===== src/hdl/jis_x0201_escape_byte_converter_macros.svh =====
// assertion macros for the escape byte converter
`ifndef JIS_X0201_ESCAPE_BYTE_CONVERTER_MACROS_SVH
`define JIS_X0201_ESCAPE_BYTE_CONVERTER_MACROS_SVH

`ifndef SYNTHESIS

`define JXEBC_ASSERT_SAME(lbl, clk, rst_n, ante, cons) \
  lbl: assert property (@(posedge clk) disable iff (!rst_n) (ante) |-> (cons)) \
    else $error("assertion failed");

`define JXEBC_ASSERT_NEXT(lbl, clk, rst_n, ante, cons) \
  lbl: assert property (@(posedge clk) disable iff (!rst_n) (ante) |=> (cons)) \
    else $error("assertion failed");

`else

`define JXEBC_ASSERT_SAME(lbl, clk, rst_n, ante, cons)

`define JXEBC_ASSERT_NEXT(lbl, clk, rst_n, ante, cons)

`endif

`endif


===== src/hdl/jxebc_pkg.sv =====
package jxebc_pkg;

  localparam logic [7:0] EscByte    = 8'h1b;
  localparam logic [7:0] OpenByte   = 8'h28;
  localparam logic [7:0] KanaFinal  = 8'h49;
  localparam logic [7:0] RomanFinal = 8'h42;
  localparam logic [7:0] CtlLow     = 8'hc0;
  localparam logic [7:0] CtlHigh    = 8'hdf;
  localparam logic [7:0] HighLow    = 8'he0;
  localparam logic [7:0] KanaLow    = 8'h21;
  localparam logic [7:0] KanaHigh   = 8'h7e;
  localparam logic [7:0] KanaBit    = 8'h80;

  // escape sequence progress
  localparam logic [1:0] STAGE_NONE   = 2'd0;
  localparam logic [1:0] STAGE_ESC    = 2'd1;
  localparam logic [1:0] STAGE_OPEN   = 2'd2;
  localparam logic [1:0] STAGE_UNUSED = 2'd3;

  function automatic logic [7:0] convert_byte(input logic [7:0] b, input logic kana);
    logic [7:0] r;
    if (b >= CtlLow && b <= CtlHigh) begin
      r = {3'b000, b[4:0]};
    end else if (b >= HighLow) begin
      r = {3'b100, b[4:0]};
    end else if (kana && b >= KanaLow && b <= KanaHigh) begin
      r = b | KanaBit;
    end else begin
      r = b;
    end
    return r;
  endfunction

endpackage


===== src/hdl/jis_x0201_escape_byte_converter.sv =====
// Converts a text byte stream, one byte per cycle in while in_ready_o is high and
// at most one byte per cycle out. ESC ( I enters half-width kana mode and ESC ( B
// leaves it; ESC is never output, and a '(' held from a broken sequence is output
// as an ordinary byte. Bytes 0xC0-0xDF become 0x00-0x1F, bytes 0xE0-0xFF become
// 0x80-0x9F, and in kana mode 0x21-0x7E gain 0x80. stream_end_i flushes a held '('
// and returns to ordinary mode. Each input item yields zero, one or two result
// items; run_last_o marks the last one of an item. An input register feeds the
// decode, whose results sit in a two-entry result register. An item is taken
// every cycle while the output drains one result per cycle; an item with two
// results holds the input side while its first result drains.
module jis_x0201_escape_byte_converter (
  input  logic       clk_i,
  input  logic       rst_ni,
  input  logic       in_valid_i,
  output logic       in_ready_o,
  input  logic [7:0] in_byte_i,
  input  logic       stream_end_i,
  output logic       out_valid_o,
  input  logic       out_ready_i,
  output logic [7:0] out_byte_o,
  output logic       run_last_o
);

  import jxebc_pkg::*;

  `include "jis_x0201_escape_byte_converter_macros.svh"

  logic       inq_valid_q;
  logic [7:0] inq_byte_q;
  logic       inq_end_q;

  logic       kana_q, kana_d;
  logic [1:0] esc_q, esc_d;

  logic [1:0] res_cnt_q, res_cnt_d;
  logic [7:0] res0_q, res0_d;
  logic [7:0] res1_q, res1_d;

  logic       res_free;
  logic       proc;
  logic       pop;

  logic [1:0] dec_cnt;
  logic [7:0] dec0;
  logic [7:0] dec1;

  assign pop         = out_valid_o && out_ready_i;
  assign res_free    = (res_cnt_q == 2'd0) || (res_cnt_q == 2'd1 && out_ready_i);
  assign proc        = inq_valid_q && res_free;
  assign in_ready_o  = !inq_valid_q || proc;
  assign out_valid_o = res_cnt_q != 2'd0;
  assign out_byte_o  = res0_q;
  assign run_last_o  = res_cnt_q == 2'd1;

  // decode of the held item
  always_comb begin
    logic [1:0] stage;
    logic       consumed;
    logic [7:0] conv_open;
    stage     = (esc_q == STAGE_UNUSED) ? STAGE_NONE : esc_q;
    consumed  = 1'b0;
    conv_open = convert_byte(OpenByte, kana_q);
    kana_d    = kana_q;
    dec_cnt   = 2'd0;
    dec0      = conv_open;
    dec1      = conv_open;

    if (stage == STAGE_OPEN) begin
      if (inq_byte_q == KanaFinal || inq_byte_q == RomanFinal) begin
        kana_d   = inq_byte_q == KanaFinal;
        consumed = 1'b1;
      end else begin
        dec0    = conv_open;
        dec_cnt = 2'd1;
      end
      stage = STAGE_NONE;
    end else if (stage == STAGE_ESC) begin
      if (inq_byte_q == OpenByte) begin
        stage    = STAGE_OPEN;
        consumed = 1'b1;
      end else begin
        stage = STAGE_NONE;
      end
    end

    if (!consumed) begin
      if (inq_byte_q == EscByte) begin
        stage = STAGE_ESC;
      end else if (dec_cnt == 2'd0) begin
        dec0    = convert_byte(inq_byte_q, kana_q);
        dec_cnt = 2'd1;
      end else begin
        dec1    = convert_byte(inq_byte_q, kana_q);
        dec_cnt = 2'd2;
      end
    end

    if (inq_end_q) begin
      // a held open byte only follows the esc branch, so no other result exists
      if (stage == STAGE_OPEN) begin
        dec0    = conv_open;
        dec_cnt = 2'd1;
      end
      stage  = STAGE_NONE;
      kana_d = 1'b0;
    end

    esc_d = stage;
  end

  always_comb begin
    res_cnt_d = res_cnt_q;
    res0_d    = res0_q;
    res1_d    = res1_q;
    if (proc) begin
      res_cnt_d = dec_cnt;
      res0_d    = dec0;
      res1_d    = dec1;
    end else if (pop) begin
      res_cnt_d = res_cnt_q - 2'd1;
      res0_d    = res1_q;
    end
  end

  always_ff @(posedge clk_i or negedge rst_ni) begin
    if (!rst_ni) begin
      inq_valid_q <= 1'b0;
      kana_q      <= 1'b0;
      esc_q       <= STAGE_NONE;
      res_cnt_q   <= 2'd0;
    end else begin
      if (in_ready_o) begin
        inq_valid_q <= in_valid_i;
      end
      if (proc) begin
        kana_q <= kana_d;
        esc_q  <= esc_d;
      end
      res_cnt_q <= res_cnt_d;
    end
  end

  always_ff @(posedge clk_i) begin
    if (in_valid_i && in_ready_o) begin
      inq_byte_q <= in_byte_i;
      inq_end_q  <= stream_end_i;
    end
    res0_q <= res0_d;
    res1_q <= res1_d;
  end

  `JXEBC_ASSERT_SAME(a_stage_used, clk_i, rst_ni, 1'b1, esc_q != STAGE_UNUSED)
  `JXEBC_ASSERT_NEXT(a_end_clears, clk_i, rst_ni, proc && inq_end_q, !kana_q && esc_q == STAGE_NONE)
  `JXEBC_ASSERT_SAME(a_full_accept, clk_i, rst_ni, in_valid_i && in_ready_o && inq_valid_q, proc)
  `JXEBC_ASSERT_NEXT(a_pair_drain, clk_i, rst_ni, pop && res_cnt_q == 2'd2, res_cnt_q == 2'd1 && run_last_o)

endmodule

===== config.mk =====
export PLATFORM = sky130hd
export DESIGN_NAME = jis_x0201_escape_byte_converter
export DESIGN_NICKNAME = d
export VERILOG_FILES = /design/src/hdl/jxebc_pkg.sv /design/src/hdl/jis_x0201_escape_byte_converter.sv
export VERILOG_INCLUDE_DIRS = /design/src /design/src/hdl
export SDC_FILE = /design/constraint.sdc
export NUM_CORES = 1
export LEC_CHECK = 0
export ABC_CLOCK_PERIOD_IN_PS = 2800
export BUFFER_PORTS_ARGS = -buffer_cell sky130_fd_sc_hd__buf_2
export CAP_MARGIN = 30
export CELL_PAD_IN_SITES_DETAIL_PLACEMENT = 0
export CELL_PAD_IN_SITES_GLOBAL_PLACEMENT = 1
export CORE_ASPECT_RATIO = 1.5
export CORE_MARGIN = 2
export CORE_UTILIZATION = 42
export DETAILED_ROUTE_END_ITERATION = 10
export GPL_TIMING_DRIVEN = 0
export HOLD_SLACK_MARGIN = 0.03
export PLACE_DENSITY = 0.82
export REMOVE_ABC_BUFFERS = 1
export SYNTH_ARGS = -nofsm -noshare
export SYNTH_HDL_FRONTEND = slang
export SYNTH_SLANG_ARGS = --single-unit
export TNS_END_PERCENT = 30

===== constraint.sdc =====
create_clock -name clk_i -period 2.8 [get_ports clk_i]
set_input_delay 0.42 -clock clk_i [delete_from_list [all_inputs] [get_ports clk_i]]
set_output_delay 0.42 -clock clk_i [all_outputs]
set_load 0.02 [all_outputs]

# == After elaboration in Yosys (flattened, before gate mapping) ==
# Cells that the tools add are included.
# op_classes
n_eq_ne,9
n_lt_le_gt_ge,5
add_sub_neg,1
reduce_logical,18
mux,37
# ops
operator,count
two-way mux 8 bit,14
two-way mux 2 bit,15
equality test 8 x 7 -> 1 bit (second input constant),2
>= comparator 8 bit (second input constant),2
equality test 8 x 5 -> 1 bit (second input constant),1
equality test 8 x 6 -> 1 bit (second input constant),1
>= comparator 8 x 6 -> 1 bit (second input constant),1
less-or-equal comparator 8 x 7 -> 1 bit (second input constant),1
less-or-equal comparator 8 bit (second input constant),1
two-way mux 1 bit,8
nonzero test 2 bit,4
logical AND 1 bit,7
equality test 2 bit (second input constant),3
equality test 2 x 1 -> 1 bit (second input constant),2
zero test 2 bit,2
logical OR 1 bit,3
AND reduction 3 bit,1
subtractor 2 x 1 -> 2 bit (second input constant),1
zero test 1 bit,1
# word_totals
inputBits,13
reg_bits,31
output_inout_bits,11
word_cells,78

# == Logic depth before layout (Yosys ltp) ==
# Gate-level depths: netlist of the first run.
# depth
ltp_word,12
ltp_mapped,8

# == Worst setup path before layout of the first run ==
# Ideal clock, no wire load.
# synth_timing
path_kind,flip-flop to flip-flop
startpoint,register res_cnt_q[0]
endpoint,"register res0_q[7] (netlist: out_byte_o[7]), data pin"
stages_incl_launch_ff,8
setup_slack_ns,0.676
synth_period_minus_slack_ns,2.124
n_path_buf,1
arrival_time_ns,1.865
cell_sequence,dfrtp_1 > ha_1 > a21oi_1 > nand2b_1 > clkbuf_1 > inv_1 > and4_1 > a211o_1
# synth_between
elab_chain_cells,5
# synth_rtl
item,line,source
"start, declared",jis_x0201_escape_byte_converter.sv:35,"logic [1:0] res_cnt_q, res_cnt_d;"
"start signal, assigned",jis_x0201_escape_byte_converter.sv:139,res_cnt_q <= res_cnt_d;
equality test 2 x 1 -> 1 bit,--,
named net run_last_o,jis_x0201_escape_byte_converter.sv:21,output logic run_last_o
logical AND 1 bit,jis_x0201_escape_byte_converter.sv:48,assign res_free = (res_cnt_q == 2'd0) || (res_cnt_q == 2'd1 && out_ready_i);
logical OR 1 bit,jis_x0201_escape_byte_converter.sv:48,
logical AND 1 bit,jis_x0201_escape_byte_converter.sv:49,assign proc = inq_valid_q && res_free;
named net proc,jis_x0201_escape_byte_converter.sv:40,logic proc;
two-way mux 8 bit,jis_x0201_escape_byte_converter.sv:115,if (proc) begin
named net res0_d[7],jis_x0201_escape_byte_converter.sv:36,"logic [7:0] res0_q, res0_d;"
"end signal, assigned",jis_x0201_escape_byte_converter.sv:148,res0_q <= res0_d;
"end, declared",jis_x0201_escape_byte_converter.sv:36,
# The timed path passes the listed nets, and every way through them passes these cells.
# A chain may end at the register's enable or synchronous reset.

# == Worst setup path in the final report of the first run ==
# layout_timing
startpoint,register res_cnt_q[0]
endpoint,"register res0_q[7] (netlist: out_byte_o[7]), data pin"
# layout_between
elab_chain_cells,5
# layout_rtl
item,line
equality test 2 x 1 -> 1 bit,jis_x0201_escape_byte_converter.sv:48
logical AND 1 bit,jis_x0201_escape_byte_converter.sv:48
logical OR 1 bit (*),jis_x0201_escape_byte_converter.sv:48
logical AND 1 bit (*),jis_x0201_escape_byte_converter.sv:49
named net proc,jis_x0201_escape_byte_converter.sv:40
two-way mux 8 bit (*),jis_x0201_escape_byte_converter.sv:115
named net res0_d[7],jis_x0201_escape_byte_converter.sv:36
# The timed path passes the listed nets; every way through them passes the cells marked *.

==> impl_results.md, run 1 <==
* Fmax at 391 MHz
* Post-DP Area at between 1500 and 2000 um^2
* Root Driver: clkbuf_8
* Slew Limit Fails at 0
* Clk_lat worst skew at about 0.28 ns
* IO Pins at 24
* Synthesis warning total at 0
* Most common cell after layout, fill and taps aside: edfxtp_1
* Clock sink total at 31
* Final setup TNS at 0 ns
* CTS tree: done
* Power per cell area at ~1000 nW/um^2
* Cell Area, Synth at ~1400 um^2
* Main synth FF type: edfxtp_1
* Initial core utilization at a little over two fifths
* Top cells by area, synth: edfxtp_1 (52%), dfrtp_1 (10%), nand2_1 (2.8%)
* Relative slew margins at 58.8%
* Period utilization at between 90% and 100%
* CP endpoint kind: register
* Share of cells above drive strength 1 at 26.0%
* Standard-cell rows at 26
* Maximum vdd drop at approximately 0.68 mV
* DRC viols at 0
* CP Class: reg2reg
* Die area at roughly 3900 um^2
* Initial antenna violation count at 0
* Fin nets at between 150 and 200
* First-pass GRT wire length at 4.20 mm
* Final hold violations at 0
* Via density at about 5.3
* Yosys top cell area share at between 50% and 60%
* Async SR Flop Fraction at between 10% and 20%
* Design Power at approximately 1.8 mW
* Htree depth at 2
* Post-route core utilization at 51.5%
* DIE WIDTH at about 52 um
* DR iter-0 viols at 15
* Synth unique cells at 36
* Vias at approximately 1,000
* WP data arrival at 2.59 ns
* RSZ-0062 raised after global routing: false
* Total of max-cap violations at 0
* Core Area at around 3400 um^2
* Post_cts resized at 0
* Reg2Reg Depth at 7
* Commonest non-fill, non-tap cells in the layout: edfxtp_1 (25), buf_2 (23), nand2_1 (11), inv_1 (7)
* Post-synth EDFFs at 25
* Area occupied by multi-input gates at 514 um^2
* Worst slew pin tran at 0.617 ns
* First-pass detailed-route iteration total at 4
* Largest fanout on the critical path at 17
* Synth Area per Inst at between 10 and 15 um^2
* Part of the Yosys area used for sequential elements at just over 60%
* Register bit total from synthesis at 31
* Post-route ant nets at 0
* Min Tclk post-route at 2.56 ns
* Startpoint Class: register
* Worst EP required at between 2 and 3 ns
* Total Routing Usage GR at between 10% and 20%
* Port-buffer cells at 23
* Clock Skew at ~0.0046 ns
* Setup violators final at 0
* Chip height at around 76 um
* N_diodes at 0
* Layout area overhead at 19.2%
* Grt ovf at 0
* Reg clk slew, reported paths at roughly 0.060 ns
* Synth area leader: edfxtp_1
* Final Instance Area at 1730 um^2
* DR WL/cell at around 13 um
* Worst Hold Path Cells at 1
* Status: finished clean
* Maximum root-to-sink buffer count at 2
* Leak pwr at just under 0.7 nW
* Mapped Cells at 116
* Worst hold-check path type: in2reg
* Routed WL at 2.48 mm
* Largest net degree at the start of global routing at 18
* CTS buffer count at 5
* Gpl congestion at ~0.8
* Register area at roughly 900 um^2
* Vias in the first global route at 920
* Fill cells at roughly 320
* HPWL Detailed at around 1.9 mm
## area by class of cell
class                      count  share of cell area [%]
multi-input combinational     76                    29.8
sequential                    31                    52.2
clock inverter                 3                    2.25
clock buffer                   5                    3.99
timing repair buffer          24                    7.25
inverter                       7                    1.52
tap                           42                    3.04
## stage by stage
stage	hold WS, ns	setup slack [ns]	cells
floorplan	0.124	0.539	114
global placement	0.244	0.302	179
detailed placement	0.250	0.258	179
CTS	0.308	0.242	188
global route	0.305	0.0138	188
finish	0.313	0.241	188
## final timing paths
path | to | from | slack, ns
worst max-delay path | out_byte_o[7]$_DFFE_PP_ | res_cnt_q[0]$_DFFE_PN0P_ | 0.24
worst min-delay path | inq_byte_q[2]$_DFFE_PP_ | in_byte_i[2] | 0.31
worst max register to register | out_byte_o[7]$_DFFE_PP_ | res_cnt_q[0]$_DFFE_PN0P_ | 0.24
worst min register to register | esc_q[1]$_DFFE_PN0P_ | inq_end_q$_DFFE_PP_ | 0.48
max in group asynchronous | kana_q$_DFFE_PN0P_ | rst_ni | 2.16
min in group asynchronous | esc_q[0]$_DFFE_PN0P_ | rst_ni | 0.49
## worst max-delay path, stage by stage, from the launching register on
cell      delay, ns
dfrtp_1        0.39
inv_1          0.06
ha_1           0.22
a21oi_1        0.14
nand2b_1       0.52
inv_1          0.42
and4_1         0.30
a211o_1        0.26
## power by group
| part | switching (mW) | internal (mW) | leakage, nW |
|---|---|---|---|
| clock | 0.155 | 0.260 | 0.0556 |
| sequential | 0.0836 | 0.703 | 0.302 |
| combinational | 0.365 | 0.200 | 0.330 |
| total | 0.603 | 1.16 | 0.688 |
## synth_stat cells (2+ instances only)
cell,number
o211ai_1,2
edfxtp_1,25
nor4_1,2
nor2b_1,2
clkbuf_1,2
nand3_1,3
o31ai_1,3
a22o_1,4
dfrtp_1,6
nand4b_1,2
nor3b_1,2
ha_1,3
o21ai_0,5
inv_1,7
mux2_2,2
nand2_1,11
nand4_1,2
nor2_1,5
a21oi_1,4
and2_1,6
nand2b_1,3
## state kept, by name, summed over array words and instances (netlist names)
register,flops
res1_q,8
inq_valid_q,1
esc_q,2
inq_byte_q,8
kana_q,1
res_cnt_q,2
inq_end_q,1
out_byte_o,8
## routing by layer
layer | up-vias | track usage [%] | wire length [um]
met5 | - | 0 | 0
met4 | 0 | 10.0 | 71
met3 | 6 | 5.31 | 119
met2 | 25 | 24.7 | 1360
met1 | 465 | 15.5 | 927
li1 | 498 | - | -
## kinds of logic after synthesis
group	count (synthesis)	share of synthesized area, %
mux	2	1.55
flops	31	62.2
simple gates	47	19.4
buf+inv	9	2.33
compound gates	24	11.9
fa+ha+maj	3	2.59
## timing repair
| action | CTS | global route |
|---|---|---|
| buffers inserted | 0 | 0 |
| endpoints found under the setup margin | 0 | 0 |
| endpoints found under the hold margin | 6 | 0 |
| hold buffers | 1 | 0 |
Note: power is estimated with default switching activity, not from simulation.
==> inputs of run 2 (changes only) <==
Settings changed: ABC_CLOCK_PERIOD_IN_PS 2800 to 2400, CTS_CLUSTER_DIAMETER from default to 30, CTS_CLUSTER_SIZE from default to 20.
Clock period 2.8 ns to 2.4 ns, I/O delays scaled along.
==> run 2 against run 1 <==
Net effect: sequential cell count unchanged; sequential power rose by 17%; cell area up 2.1%; via count grew 1.9%; worst setup slack worse by 0.014 ns; power up 20%.
==> impl_results.md, run 2 (synthesized netlist as in run 1, its figures left out) <==
* CP Class: reg2reg
* Leak pwr at approximately 0.70 nW
* Fmax at approximately 460 MHz
* Die area at between 3000 and 4000 um^2
* Post-route ant nets at 0
* Power per cell area at around 1200 nW/um^2
* CP endpoint kind: register
* Relative slew margins at roughly two thirds
* Share of cells above drive strength 1 at 29.3%
* Final hold violations at 0
* Initial core utilization at 43.2%
* Worst hold-check path type: in2reg
* CTS tree: done
* Post-route core utilization at 52.6%
* Startpoint Class: register
* Min Tclk post-route at about 2.2 ns
* Commonest non-fill, non-tap cells in the layout: edfxtp_1 (25), buf_2 (23), nand2_1 (11)
* Period utilization at 90.5%
* Maximum vdd drop at 0.789 mV
* Initial antenna violation count at 0
* Worst slew pin tran at 0.524 ns
* IO Pins at 24
* Fill cells at between 300 and 400
* Layout area overhead at 21.7%
* Grt ovf at 0
* Smallest hold slack at between 0.2 and 0.3 ns
* Worst Hold Path Cells at 1
* Vias at 1,013
* First-pass GRT wire length at 4.23 mm
* Fin nets at about 170
* Setup violators final at 0
* Worst EP required at approximately 2.4 ns
* HPWL Detailed at around 1.9 mm
* First-pass detailed-route iteration total at 4
* DIE WIDTH at just over 50 um
* N_diodes at 0
* Place WS at -0.142 ns
* Total Routing Usage GR at between 15 and 20%
* Maximum root-to-sink buffer count at 2
* Port-buffer cells at 23
* Core Area at 3350 um^2
* Most common cell after layout, fill and taps aside: edfxtp_1
* Routed WL at around 2.5 mm
* Gpl congestion at 0.781
* DR WL/cell at between 10 and 15 um
* Post-route setup slack at ~0.23 ns
* Via density at around 5.3
* Clk_lat worst skew at around 0.28 ns
* DRC viols at 0
* Largest net degree at the start of global routing at 18
* Root Driver: clkbuf_8
* Clock sink total at 31
* Total of max-cap violations at 0
* RSZ-0062 raised after global routing: false
* WP data arrival at 2.21 ns
* Standard-cell rows at 26
* Reg clk slew, reported paths at 0.06 ns
* Status: finished clean
* Htree depth at 2
* Reg2Reg Depth at 4
* Chip height at around 76 um
* Clock Skew at about 0.0056 ns
* Vias in the first global route at roughly 930
* Slew Limit Fails at 0
* DR iter-0 viols at 19
* CTS buffer count at 5
* Largest fanout on the critical path at 7
-- run 2: final timing paths --
check / slack (ns) / startpoint / end
worst max-delay path: 0.23 / inq_byte_q[1]$_DFFE_PP_ / out_byte_o[7]$_DFFE_PP_
worst min-delay path: 0.25 / in_byte_i[2] / inq_byte_q[2]$_DFFE_PP_
worst max register to register: 0.23 / inq_byte_q[1]$_DFFE_PP_ / out_byte_o[7]$_DFFE_PP_
worst min register to register: 0.48 / inq_end_q$_DFFE_PP_ / esc_q[1]$_DFFE_PN0P_
max in group asynchronous: 1.82 / rst_ni / kana_q$_DFFE_PN0P_
min in group asynchronous: 0.43 / rst_ni / esc_q[0]$_DFFE_PN0P_
-- run 2: metal layers --
layer / GRT usage, % / part of all wire (%) / routed length [um]
met5: 0 / 0 / 0
met3: 5.31 / 4.4 / 111
met4: 10.0 / 2.8 / 71
met1: 15.5 / 37 / 937
met2: 24.9 / 55 / 1390
-- run 2: worst max-delay path, stage by stage (launching register included) --
cell	delay, ns
edfxtp_1	0.49
or3_1	0.45
o311ai_0	0.43
a21oi_1	0.26
a211o_1	0.31
-- run 2: area by class of cell --
| type | instances | area (um^2) | area share, % |
|---|---|---|---|
| flip-flops and latches | 31 | 901 | 51.1 |
| well taps | 42 | 52.6 | 2.98 |
| clock buffers | 5 | 68.8 | 3.90 |
| multi-input cells | 76 | 517 | 29.3 |
| repair buffers | 28 | 155 | 8.80 |
| clock inverters | 3 | 38.8 | 2.20 |
| inverters | 7 | 30.0 | 1.70 |
-- run 2: timing repair --
item,CTS,global route
setup buffers,0,4
endpoints found under the setup margin,1,1
resized for setup,1,1
gates cloned,0,0
hold endpoints to repair,6,0
hold buffers,1,0
-- run 2: power breakdown --
part	total (mW)	internal (mW)	leakage (nW)	switching (mW)
clock network	0.485	0.303	0.0556	0.182
logic	0.725	0.284	0.343	0.441
registers	0.918	0.820	0.302	0.0984
total	2.13	1.41	0.701	0.721
-- run 2: stage by stage --
| stage | area (um^2) | total power [mW] | TNS [ns] | std cells |
|---|---|---|---|---|
| 2_1_floorplan | 1440 | 1.39 | 0 | 114 |
| 3_3_place_gp | 1610 | 1.56 | -0.0981 | 179 |
| 3_5_place_dp | 1610 | 1.59 | -0.142 | 179 |
| 4_1_cts | 1730 | 2.09 | 0 | 188 |
| 5_1_grt | 1760 | 2.27 | 0 | 192 |
| 6_report | 1760 | 2.13 | 0 | 192 |
